**src/rtl/lnef_pkg.sv**
```systemverilog
// ---------------------------------------------------------------------------
// Line number escape filter: package
// Constants, register indexes and the configuration type of the filter.
// ---------------------------------------------------------------------------
package lnef_pkg;

   // Decimal places of the line number and depth of the word queue.
   localparam int NUMBER_DIGITS   = 6;
   localparam int QUEUE_DEPTH     = 4;
   localparam int CSR_INDEX_WIDTH = 3;

   // Register indexes of the configuration port.
   localparam logic [CSR_INDEX_WIDTH-1:0] CSR_SQUEEZE_BLANK    = 3'd0;
   localparam logic [CSR_INDEX_WIDTH-1:0] CSR_NUMBER_ALL       = 3'd1;
   localparam logic [CSR_INDEX_WIDTH-1:0] CSR_NUMBER_NONBLANK  = 3'd2;
   localparam logic [CSR_INDEX_WIDTH-1:0] CSR_SHOW_ENDS        = 3'd3;
   localparam logic [CSR_INDEX_WIDTH-1:0] CSR_SHOW_TABS        = 3'd4;
   localparam logic [CSR_INDEX_WIDTH-1:0] CSR_SHOW_NONPRINTING = 3'd5;

   // Character codes.
   localparam logic [7:0] CHAR_TAB      = 8'd9;
   localparam logic [7:0] CHAR_NEWLINE  = 8'd10;
   localparam logic [7:0] CHAR_SPACE    = 8'd32;
   localparam logic [7:0] CHAR_DOLLAR   = 8'd36;
   localparam logic [7:0] CHAR_ZERO     = 8'd48;
   localparam logic [7:0] CHAR_NINE     = 8'd57;
   localparam logic [7:0] CHAR_QUESTION = 8'd63;
   localparam logic [7:0] CHAR_I        = 8'd73;
   localparam logic [7:0] CHAR_CARET    = 8'd94;
   localparam logic [7:0] CHAR_DELETE   = 8'd127;
   localparam logic [7:0] CHAR_HIGH     = 8'd128;
   localparam logic [7:0] ESCAPE_OFFSET = 8'd64;

   typedef struct packed {
      logic squeeze_blank;
      logic number_all;
      logic number_nonblank;
      logic show_ends;
      logic show_tabs;
      logic show_nonprinting;
   } cfg_type;

endpackage

```
**src/rtl/lnef_queue.sv**
```systemverilog
// ---------------------------------------------------------------------------
// Line number escape filter: word queue
// Small register-based FIFO between the classifying front and the back end.
// ---------------------------------------------------------------------------
module lnef_queue #(
   parameter int DEPTH = lnef_pkg::QUEUE_DEPTH,
   parameter int WIDTH = 8
) (
   input  logic             clock,
   input  logic             reset,
   input  logic             push,
   input  logic [WIDTH-1:0] push_data,
   input  logic             pop,
   output logic [WIDTH-1:0] pop_data,
   output logic             full,
   output logic             empty
);

   localparam int PTR_W = (DEPTH > 1) ? $clog2(DEPTH) : 1;
   localparam int CNT_W = $clog2(DEPTH + 1);

   logic [WIDTH-1:0] store_ff [DEPTH];
   logic [PTR_W-1:0] wr_ptr_ff, wr_ptr_in;
   logic [PTR_W-1:0] rd_ptr_ff, rd_ptr_in;
   logic [CNT_W-1:0] count_ff, count_in;
   logic             do_push, do_pop;

   assign full     = (count_ff == CNT_W'(DEPTH));
   assign empty    = (count_ff == '0);
   assign do_push  = push && !full;
   assign do_pop   = pop && !empty;
   assign pop_data = store_ff[rd_ptr_ff];

   always_comb begin
      wr_ptr_in = wr_ptr_ff;
      rd_ptr_in = rd_ptr_ff;
      count_in  = count_ff;
      if (do_push) begin
         wr_ptr_in = (wr_ptr_ff == PTR_W'(DEPTH - 1)) ? '0 : wr_ptr_ff + 1'b1;
      end
      if (do_pop) begin
         rd_ptr_in = (rd_ptr_ff == PTR_W'(DEPTH - 1)) ? '0 : rd_ptr_ff + 1'b1;
      end
      if (do_push && !do_pop) begin
         count_in = count_ff + 1'b1;
      end else if (do_pop && !do_push) begin
         count_in = count_ff - 1'b1;
      end
   end

   always_ff @(posedge clock) begin
      if (reset) begin
         wr_ptr_ff <= '0;
         rd_ptr_ff <= '0;
         count_ff  <= '0;
      end else begin
         wr_ptr_ff <= wr_ptr_in;
         rd_ptr_ff <= rd_ptr_in;
         count_ff  <= count_in;
      end
   end

   always_ff @(posedge clock) begin
      if (do_push) begin
         store_ff[wr_ptr_ff] <= push_data;
      end
   end

endmodule

```
**src/rtl/lnef_front.sv**
```systemverilog
// ---------------------------------------------------------------------------
// Line number escape filter: front end
// Accepts input words, keeps newline history and the line count, and turns
// each word that is not squeezed into a queue entry listing its output bytes.
// ---------------------------------------------------------------------------
module lnef_front #(
   parameter int NUM_DIGITS = lnef_pkg::NUMBER_DIGITS
) (
   input  logic                      clock,
   input  logic                      reset,
   input  lnef_pkg::cfg_type         cfg,
   input  logic                      in_valid,
   output logic                      in_ready,
   input  logic [7:0]                in_data_byte,
   input  logic                      in_file_start,
   input  logic                      queue_full,
   output logic                      push,
   output logic [4*NUM_DIGITS-1:0]   push_digits,
   output logic [NUM_DIGITS-1:0]     push_blank,
   output logic [NUM_DIGITS+3:0]     push_mask,
   output logic [7:0]                push_char
);

   localparam int DW = 4 * NUM_DIGITS;

   logic          prev_nl_ff, prev_nl_in;
   logic          prev2_nl_ff, prev2_nl_in;
   logic [DW-1:0] count_ff, count_in;

   logic          cur_prev, cur_prev2, is_nl, squeeze, number, dollar, caret;
   logic          accept, carry, all_zero;
   logic [DW-1:0] cur_count, count_inc;

   assign in_ready = !queue_full;
   assign accept   = in_valid && in_ready;

   // A file start restarts the history and count before this word.
   assign cur_prev  = in_file_start ? 1'b1 : prev_nl_ff;
   assign cur_prev2 = in_file_start ? 1'b0 : prev2_nl_ff;
   assign cur_count = in_file_start ? DW'(1) : count_ff;

   assign is_nl   = (in_data_byte == lnef_pkg::CHAR_NEWLINE);
   assign squeeze = cfg.squeeze_blank && cur_prev && cur_prev2 && is_nl;
   assign number  = cur_prev && (cfg.number_nonblank ? !is_nl : cfg.number_all);
   assign dollar  = cfg.show_ends && is_nl;
   assign push    = accept && !squeeze;

   always_comb begin
      caret     = 1'b0;
      push_char = in_data_byte;
      if (cfg.show_tabs && in_data_byte == lnef_pkg::CHAR_TAB) begin
         caret     = 1'b1;
         push_char = lnef_pkg::CHAR_I;
      end else if (cfg.show_nonprinting && !is_nl
                   && in_data_byte != lnef_pkg::CHAR_TAB) begin
         if (in_data_byte < lnef_pkg::CHAR_SPACE) begin
            caret     = 1'b1;
            push_char = in_data_byte + lnef_pkg::ESCAPE_OFFSET;
         end else if (in_data_byte == lnef_pkg::CHAR_DELETE) begin
            caret     = 1'b1;
            push_char = lnef_pkg::CHAR_QUESTION;
         end else if (in_data_byte >= lnef_pkg::CHAR_HIGH) begin
            push_char = in_data_byte - lnef_pkg::ESCAPE_OFFSET;
         end
      end
   end

   // Decimal increment, wrapping from all nines to zero.
   always_comb begin
      carry = 1'b1;
      for (int i = 0; i < NUM_DIGITS; i++) begin
         if (carry && cur_count[4*i +: 4] == 4'd9) begin
            count_inc[4*i +: 4] = 4'd0;
         end else if (carry) begin
            count_inc[4*i +: 4] = cur_count[4*i +: 4] + 4'd1;
            carry = 1'b0;
         end else begin
            count_inc[4*i +: 4] = cur_count[4*i +: 4];
         end
      end
   end

   // Leading zeros print as spaces; the lowest digit always prints.
   always_comb begin
      all_zero = 1'b1;
      for (int i = NUM_DIGITS - 1; i >= 0; i--) begin
         all_zero      = all_zero && (cur_count[4*i +: 4] == 4'd0);
         push_blank[i] = all_zero && (i != 0);
      end
   end

   assign push_digits = cur_count;
   assign push_mask   = {1'b1, caret, dollar, number, {NUM_DIGITS{number}}};

   always_comb begin
      prev_nl_in  = prev_nl_ff;
      prev2_nl_in = prev2_nl_ff;
      count_in    = count_ff;
      if (accept) begin
         prev_nl_in  = is_nl;
         prev2_nl_in = cur_prev;
         count_in    = (number && !squeeze) ? count_inc : cur_count;
      end
   end

   always_ff @(posedge clock) begin
      if (reset) begin
         prev_nl_ff  <= 1'b1;
         prev2_nl_ff <= 1'b0;
         count_ff    <= DW'(1);
      end else begin
         prev_nl_ff  <= prev_nl_in;
         prev2_nl_ff <= prev2_nl_in;
         count_ff    <= count_in;
      end
   end

endmodule

```
**src/rtl/lnef_back.sv**
```systemverilog
// ---------------------------------------------------------------------------
// Line number escape filter: back end
// Expands one queue entry into its output bytes, one byte per cycle while
// the output is not stalled, into a registered output stage.
// ---------------------------------------------------------------------------
module lnef_back #(
   parameter int NUM_DIGITS = lnef_pkg::NUMBER_DIGITS
) (
   input  logic                      clock,
   input  logic                      reset,
   input  logic                      queue_empty,
   output logic                      pop,
   input  logic [4*NUM_DIGITS-1:0]   entry_digits,
   input  logic [NUM_DIGITS-1:0]     entry_blank,
   input  logic [NUM_DIGITS+3:0]     entry_mask,
   input  logic [7:0]                entry_char,
   output logic                      out_valid,
   input  logic                      out_ready,
   output logic [7:0]                out_byte,
   output logic                      out_last
);

   localparam int DW = 4 * NUM_DIGITS;
   localparam int PW = NUM_DIGITS + 4;

   // Work register: the entry being expanded and the bytes still owed.
   logic          work_valid_ff, work_valid_in;
   logic [PW-1:0] mask_ff, mask_in;
   logic [DW-1:0] digits_ff;
   logic [NUM_DIGITS-1:0] blank_ff;
   logic [7:0]    char_ff;

   logic          rsp_valid_ff, rsp_valid_in;
   logic [7:0]    rsp_byte_ff;
   logic          rsp_last_ff;

   logic [PW-1:0] lowest;
   logic [7:0]    sel_byte;
   logic          emit, last, load;

   assign lowest = mask_ff & (~mask_ff + 1'b1);
   assign last   = ((mask_ff & ~lowest) == '0);
   assign emit   = work_valid_ff && (!rsp_valid_ff || out_ready);
   assign load   = !queue_empty && (!work_valid_ff || (emit && last));
   assign pop    = load;

   // Positions in order: digits from the most significant, tab, dollar,
   // caret, then the character itself.
   always_comb begin
      sel_byte = '0;
      for (int j = 0; j < NUM_DIGITS; j++) begin
         if (lowest[j]) begin
            sel_byte = blank_ff[NUM_DIGITS-1-j] ? lnef_pkg::CHAR_SPACE
                     : lnef_pkg::CHAR_ZERO + {4'd0, digits_ff[4*(NUM_DIGITS-1-j) +: 4]};
         end
      end
      if (lowest[NUM_DIGITS]) begin
         sel_byte = lnef_pkg::CHAR_TAB;
      end
      if (lowest[NUM_DIGITS+1]) begin
         sel_byte = lnef_pkg::CHAR_DOLLAR;
      end
      if (lowest[NUM_DIGITS+2]) begin
         sel_byte = lnef_pkg::CHAR_CARET;
      end
      if (lowest[NUM_DIGITS+3]) begin
         sel_byte = char_ff;
      end
   end

   always_comb begin
      work_valid_in = work_valid_ff;
      mask_in       = mask_ff;
      if (load) begin
         work_valid_in = 1'b1;
         mask_in       = entry_mask;
      end else if (emit) begin
         work_valid_in = !last;
         mask_in       = mask_ff & ~lowest;
      end
      rsp_valid_in = rsp_valid_ff;
      if (emit) begin
         rsp_valid_in = 1'b1;
      end else if (out_ready) begin
         rsp_valid_in = 1'b0;
      end
   end

   always_ff @(posedge clock) begin
      if (reset) begin
         work_valid_ff <= 1'b0;
         rsp_valid_ff  <= 1'b0;
      end else begin
         work_valid_ff <= work_valid_in;
         rsp_valid_ff  <= rsp_valid_in;
      end
   end

   always_ff @(posedge clock) begin
      mask_ff <= mask_in;
      if (load) begin
         digits_ff <= entry_digits;
         blank_ff  <= entry_blank;
         char_ff   <= entry_char;
      end
      if (emit) begin
         rsp_byte_ff <= sel_byte;
         rsp_last_ff <= last;
      end
   end

   assign out_valid = rsp_valid_ff;
   assign out_byte  = rsp_byte_ff;
   assign out_last  = rsp_last_ff;

endmodule

```
**src/rtl/line_number_escape_filter.sv**
```systemverilog
// ---------------------------------------------------------------------------
// Line number escape filter: top level
// Byte stream filter with line numbering, blank squeezing and escaping.
// ---------------------------------------------------------------------------
// Each input word carries one byte of a text stream and yields between one
// and NUMBER_DIGITS+3 output words, or none for a squeezed newline; the
// final output word of an input is flagged by rsp_last_of_run. The block
// sends one output word per cycle while rsp_ready does not stall it; an
// input word yields one output word for a plain byte and up to nine for a
// numbered line start with an escaped byte at the default six digits. A
// front end accepts a word in every cycle while its queue of QUEUE_DEPTH
// entries has room, so input keeps flowing while the back end is still
// expanding earlier words or the output is stalled.
// Configuration registers are written through the csr_ port (always ready,
// only bit 0 of the data matters, indexes above five are ignored) and must
// only be changed while no words are in flight. A word with req_file_start
// set restarts the line count at one and the newline history first.
// ---------------------------------------------------------------------------
module line_number_escape_filter #(
   parameter int NUMBER_DIGITS = lnef_pkg::NUMBER_DIGITS,
   parameter int QUEUE_DEPTH   = lnef_pkg::QUEUE_DEPTH
) (
   input  logic                                 clock,
   input  logic                                 reset,
   input  logic                                 req_valid,
   output logic                                 req_ready,
   input  logic [7:0]                           req_data_byte,
   input  logic                                 req_file_start,
   output logic                                 rsp_valid,
   input  logic                                 rsp_ready,
   output logic [7:0]                           rsp_out_byte,
   output logic                                 rsp_last_of_run,
   input  logic                                 csr_valid,
   output logic                                 csr_ready,
   input  logic [lnef_pkg::CSR_INDEX_WIDTH-1:0] csr_index,
   input  logic                                 csr_data
);

   // Queue entry: BCD digits, blank flags, byte-position mask, character.
   localparam int DW = 4 * NUMBER_DIGITS;
   localparam int PW = NUMBER_DIGITS + 4;
   localparam int EW = DW + NUMBER_DIGITS + PW + 8;

   lnef_pkg::cfg_type cfg_ff, cfg_in;

   logic                     push, pop, queue_full, queue_empty;
   logic [DW-1:0]            push_digits;
   logic [NUMBER_DIGITS-1:0] push_blank;
   logic [PW-1:0]            push_mask;
   logic [7:0]               push_char;
   logic [EW-1:0]            push_entry, pop_entry;

   // The register port never stalls.
   assign csr_ready = 1'b1;

   always_comb begin
      cfg_in = cfg_ff;
      if (csr_valid && csr_ready) begin
         case (csr_index)
            lnef_pkg::CSR_SQUEEZE_BLANK:    cfg_in.squeeze_blank    = csr_data;
            lnef_pkg::CSR_NUMBER_ALL:       cfg_in.number_all       = csr_data;
            lnef_pkg::CSR_NUMBER_NONBLANK:  cfg_in.number_nonblank  = csr_data;
            lnef_pkg::CSR_SHOW_ENDS:        cfg_in.show_ends        = csr_data;
            lnef_pkg::CSR_SHOW_TABS:        cfg_in.show_tabs        = csr_data;
            lnef_pkg::CSR_SHOW_NONPRINTING: cfg_in.show_nonprinting = csr_data;
            default: begin
               cfg_in = cfg_ff;
            end
         endcase
      end
   end

   always_ff @(posedge clock) begin
      if (reset) begin
         cfg_ff <= '0;
      end else begin
         cfg_ff <= cfg_in;
      end
   end

   // Front end: history, line count and classification of each word.
   lnef_front #(
      .NUM_DIGITS (NUMBER_DIGITS)
   ) u_front (
      .clock         (clock),
      .reset         (reset),
      .cfg           (cfg_ff),
      .in_valid      (req_valid),
      .in_ready      (req_ready),
      .in_data_byte  (req_data_byte),
      .in_file_start (req_file_start),
      .queue_full    (queue_full),
      .push          (push),
      .push_digits   (push_digits),
      .push_blank    (push_blank),
      .push_mask     (push_mask),
      .push_char     (push_char)
   );

   assign push_entry = {push_digits, push_blank, push_mask, push_char};

   lnef_queue #(
      .DEPTH (QUEUE_DEPTH),
      .WIDTH (EW)
   ) u_queue (
      .clock     (clock),
      .reset     (reset),
      .push      (push),
      .push_data (push_entry),
      .pop       (pop),
      .pop_data  (pop_entry),
      .full      (queue_full),
      .empty     (queue_empty)
   );

   // Back end: one output word per cycle from the head entry, unless the output stalls.
   lnef_back #(
      .NUM_DIGITS (NUMBER_DIGITS)
   ) u_back (
      .clock        (clock),
      .reset        (reset),
      .queue_empty  (queue_empty),
      .pop          (pop),
      .entry_digits (pop_entry[EW-1 -: DW]),
      .entry_blank  (pop_entry[PW+8 +: NUMBER_DIGITS]),
      .entry_mask   (pop_entry[8 +: PW]),
      .entry_char   (pop_entry[7:0]),
      .out_valid    (rsp_valid),
      .out_ready    (rsp_ready),
      .out_byte     (rsp_out_byte),
      .out_last     (rsp_last_of_run)
   );

endmodule

```
**config.mk**
```make
export PLATFORM = sky130hd
export DESIGN_NAME = line_number_escape_filter
export DESIGN_NICKNAME = d
export VERILOG_FILES = /design/src/rtl/lnef_pkg.sv /design/src/rtl/lnef_queue.sv /design/src/rtl/lnef_front.sv /design/src/rtl/lnef_back.sv /design/src/rtl/line_number_escape_filter.sv
export SDC_FILE = /design/constraint.sdc
export NUM_CORES = 1
export LEC_CHECK = 0
export ABC_AREA = 0
export BUFFER_PORTS_ARGS = -buffer_cell sky130_fd_sc_hd__buf_2
export CAP_MARGIN = 15
export CORE_UTILIZATION = 62
export CTS_CLUSTER_DIAMETER = 60
export CTS_CLUSTER_SIZE = 16
export DETAILED_ROUTE_END_ITERATION = 10
export GPL_TIMING_DRIVEN = 1
export PLACE_DENSITY = 0.85
export RECOVER_POWER = 25
export SYNTH_ARGS = -nofsm -noshare
export SYNTH_HDL_FRONTEND = slang
export SYNTH_SLANG_ARGS = --single-unit
```
**constraint.sdc**
```tcl
create_clock -name clock -period 4.9 [get_ports clock]
set_input_delay 0.49 -clock clock [delete_from_list [all_inputs] [get_ports clock]]
set_output_delay 0.49 -clock clock [all_outputs]
set_load 0.02 [all_outputs]
```
==> impl_metrics.py <==
metrics = {
    "critical_path": {
        "worst_setup_path_end_kind": "flip-flop",
        "critPathRequiredTime_ps": 5280,
        "r2r_end": "u_queue.count_ff[2]$_SDFFE_PP0P_",
        "cp-startpoint": "u_back.mask_ff[1]$_DFFE_PP_",
        "path_max_fanout": 9,
        "rr_startpoint": "u_back.mask_ff[1]$_DFFE_PP_",
        "path_class": "flip-flop to flip-flop",
        "r2r_slack_ps": 1080,
        "ff2ff_path_depth": 11,
        "cp_cell_sequence": "or4_4 -> or3_4 -> a2111oi_4 -> o211ai_2 -> a21o_1 -> ha_1 -> inv_1 -> fa_1 -> xor2_1 -> or3_1 -> a21oi_1",
        "critical-path-max-stage-delay_ps": 610,
        "cp.arrival_ps": 4200,
        "start_kind": "flip-flop",
        "worstSetupEndpoint": "u_queue.count_ff[2]$_SDFFE_PP0P_",
        "critPathSlowestCell": "or4_4",
    },
    "cells_and_area": {
        "num_antenna_cells": 0,
        "post-route-util": 0.6863,
        "drive_gt1_frac": 0.1410,
        "fillCellCount": 1058,
        "syn_to_final_growth_pct": 7.656,
        "num-nets-final": 796,
    },
    "clocking": {
        "numCtsBuffers": 20,
        "h-tree-depth": 1,
        "path_clk_slew_ps": 70,
        "root_buffer": "clkbuf_16",
        "clock_latency_ps": 490,
        "cts_tree": "done",
        "clockBufferDepth": 3,
        "cts_setup_buffers": 0,
        "cts_hold_buf": 0,
        "ctsResizeCount": 0,
        "cts_sinks": 259,
    },
    "logic_synthesis": {
        "syn-num-nets": 788,
        "synthAdderAreaFrac": 0.03098,
        "ys_types": 73,
        "netlist.top_cell.by_area": "edfxtp_1",
        "yosys_warnings": 0,
        "avgSynthCellArea_um2": 14.87,
        "synth_flop_cell": "edfxtp_1",
        "synth_common_cells": "edfxtp_1 (216), dfxtp_1 (43), mux4_2 (40)",
        "synth-compound-area-share": 0.07136,
        "synth_top_area_frac": 0.5862,
        "synth_edf_count": 216,
        "ys_top_cells_by_area": "edfxtp_1 (59%), mux4_2 (8.1%), dfxtp_1 (7.8%), ha_1 (2.8%), a21oi_1 (1.5%)",
        "synth_most_common_cell": "edfxtp_1",
        "syn_area_um2": 11060,
        "synth_xor_area_frac": 0.001583,
        "synth-simple-area-share": 0.1117,
        "synthCells": 744,
        "async_flop_share": 0,
        "synthMuxAreaShare": 0.09420,
        "synth-seq-cells": 259,
        "ys_seq_area_frac": 0.6640,
        "synth_top_family_by_area": "simple AND/OR/NAND/NOR gates",
    },
    "pwr": {
        "p_leak_nw": 4.052,
        "power.total_mw": 5.740,
        "power_density_nw_per_um2": 481.9,
        "ir_drop_uv": 334.9,
    },
    "placed_design": {
        "place_hpwl_um": 14660,
        "port-buffer-count": 28,
        "gp_congestion": 0.9731,
    },
    "drt": {
        "vias_per_cell": 6.649,
        "drt-wirelength-per-cell_um": 22.64,
        "drt-initial-drc-count": 898,
        "firstDrtPassIters": 7,
        "drc": 0,
        "routed_wl_um": 22440,
        "final_antenna_net_count": 0,
        "vias": 6589,
    },
    "sta": {
        "slew-limit-headroom": -0.1984,
        "finalHoldViolCount": 0,
        "rsz0062_at_grt": "no",
        "skew_ps": 17.98,
        "finalCritPeriodShare": 0.7803,
        "setup_violations": 0,
        "final-max-slew-violation-count": 37,
        "final.setup.tns_ps": 0,
        "worstMarginPinSlew_ps": 1798,
        "period_needed_ps": 3823,
        "max_freq_mhz": 261.5,
    },
    "run": {
        "drv_cap": 1,
    },
    "die": {
        "core_area_um2": 17360,
        "die-area_um2": 18380,
        "ioPinCount": 30,
        "rows": 48,
        "die_x_um": 135.6,
        "initial_utilization": 0.6375,
        "die_h_um": 135.6,
    },
    "grt": {
        "grt_pass1_vias": 6256,
        "grt_max_degree": 52,
        "grt_use_total": 0.2521,
        "grt_pass1_wl_um": 34640,
        "gr-total-overflow": 0,
        "antenna_found_initial": 0,
    },
    "hold_path": {
        "hp-class": "primary input to flip-flop",
    },
    "run_status": {
        "status": "finished, violations left",
        "violations": "max-capacitance violations, max-slew violations",
    },
}
==> where the power goes <==
| group | switching [mW] | total, mW | internal [mW] |
|---|---|---|---|
| combinational | 0.662 | 1.16 | 0.496 |
| sequential | 0.245 | 3.08 | 2.83 |
| clock | 0.701 | 1.51 | 0.806 |
| total | 1.61 | 5.74 | 4.13 |
==> critical path, delay by kind of cell, from the launching register on <==
kind,cells,cell delay [ps]
and+or+nand+nor,3,1330
AOI/OAI and AO/OA,4,1160
adders and majority gates,2,530
DFF,1,490
xor gates and xnor gates,1,110
buffers and inverters,1,90
==> layer usage <==
layer	up-vias	wire, um	part of all wire	GRT usage
met2	383	11050	0.49	0.4133
met3	65	1905	0.085	0.04040
met1	3246	8877	0.40	0.3500
met5	-	0	0	0
li1	2895	-	-	-
met4	0	603	0.027	0.07553
==> flip-flops by register name, indices dropped and copies added, names as in the netlist, 5 cells and up, named ones only <==
register / flops
u_front.count_ff: 24
u_back.char_ff: 8
u_back.blank_ff: 5
u_back.digits_ff: 24
u_queue.store_ff: 160
u_back.mask_ff: 10
cfg_ff: 6
u_back.out_byte: 8
==> area by class of cell <==
cell class | count | area (um2) | area share
inverters | 25 | 96.34 | 0.008088
multi-input cells | 415 | 3437 | 0.2886
clock inverters | 1 | 16.27 | 0.001366
clock buffers | 35 | 578.1 | 0.04853
flip-flops and latches | 259 | 7348 | 0.6169
well taps | 225 | 281.5 | 0.02363
repair buffers | 31 | 153.9 | 0.01292
==> cell families (layout without fill, tap and decap cells) <==
| group | count (synthesis) | in the layout |
|---|---|---|
| other | 1 | 1 |
| and+or+nand+nor | 216 | 216 |
| AOI/OAI and AO/OA | 116 | 116 |
| buffers and inverters | 70 | 92 |
| DFF | 259 | 259 |
| adders and majority gates | 27 | 27 |
| xor gates and xnor gates | 2 | 2 |
| muxes | 53 | 53 |
==> stage by stage <==
| step | worst slack (ps) | std cells | hold slack (ps) | instance area, um2 |
|---|---|---|---|---|
| after floorplan | 1082 | 744 | 432.2 | 11060 |
| after detailed placement | 853.3 | 955 | 462.2 | 11330 |
| after CTS | 1149 | 991 | 232.2 | 11920 |
| final | 1077 | 991 | 331.5 | 11910 |
| after global placement | 1191 | 955 | 442.2 | 11330 |
| after global routing | 940.9 | 991 | 325.7 | 11910 |
==> worst min path at each step <==
stage | start | slack (ps) | depth (start not counted) | to
floorplan | u_front.prev2_nl_ff$_SDFFE_PP0P_ | 430 | 2 | u_front.prev2_nl_ff$_SDFFE_PP0P_
detailed placement | u_front.prev2_nl_ff$_SDFFE_PP0P_ | 460 | 2 | u_front.prev2_nl_ff$_SDFFE_PP0P_
global placement | u_front.prev2_nl_ff$_SDFFE_PP0P_ | 440 | 2 | u_front.prev2_nl_ff$_SDFFE_PP0P_
CTS | req_data_byte[3] | 230 | 1 | u_queue.store_ff[3][3]$_DFFE_PP_
global route | req_data_byte[3] | 330 | 1 | u_queue.store_ff[1][3]$_DFFE_PP_
finish | req_data_byte[3] | 330 | 1 | u_queue.store_ff[1][3]$_DFFE_PP_
==> layout by cell type, fill, tap and decap left out, types with 24 or more instances in the layout <==
cell type / count
a21oi_1: 34
dfxtp_1: 42
edfxtp_1: 216
nor2_1: 38
o21ai_0: 25
nand2_1: 35
mux4_2: 40
inv_1: 24
ha_1: 25
Note: power is estimated with default switching activity, not from simulation.
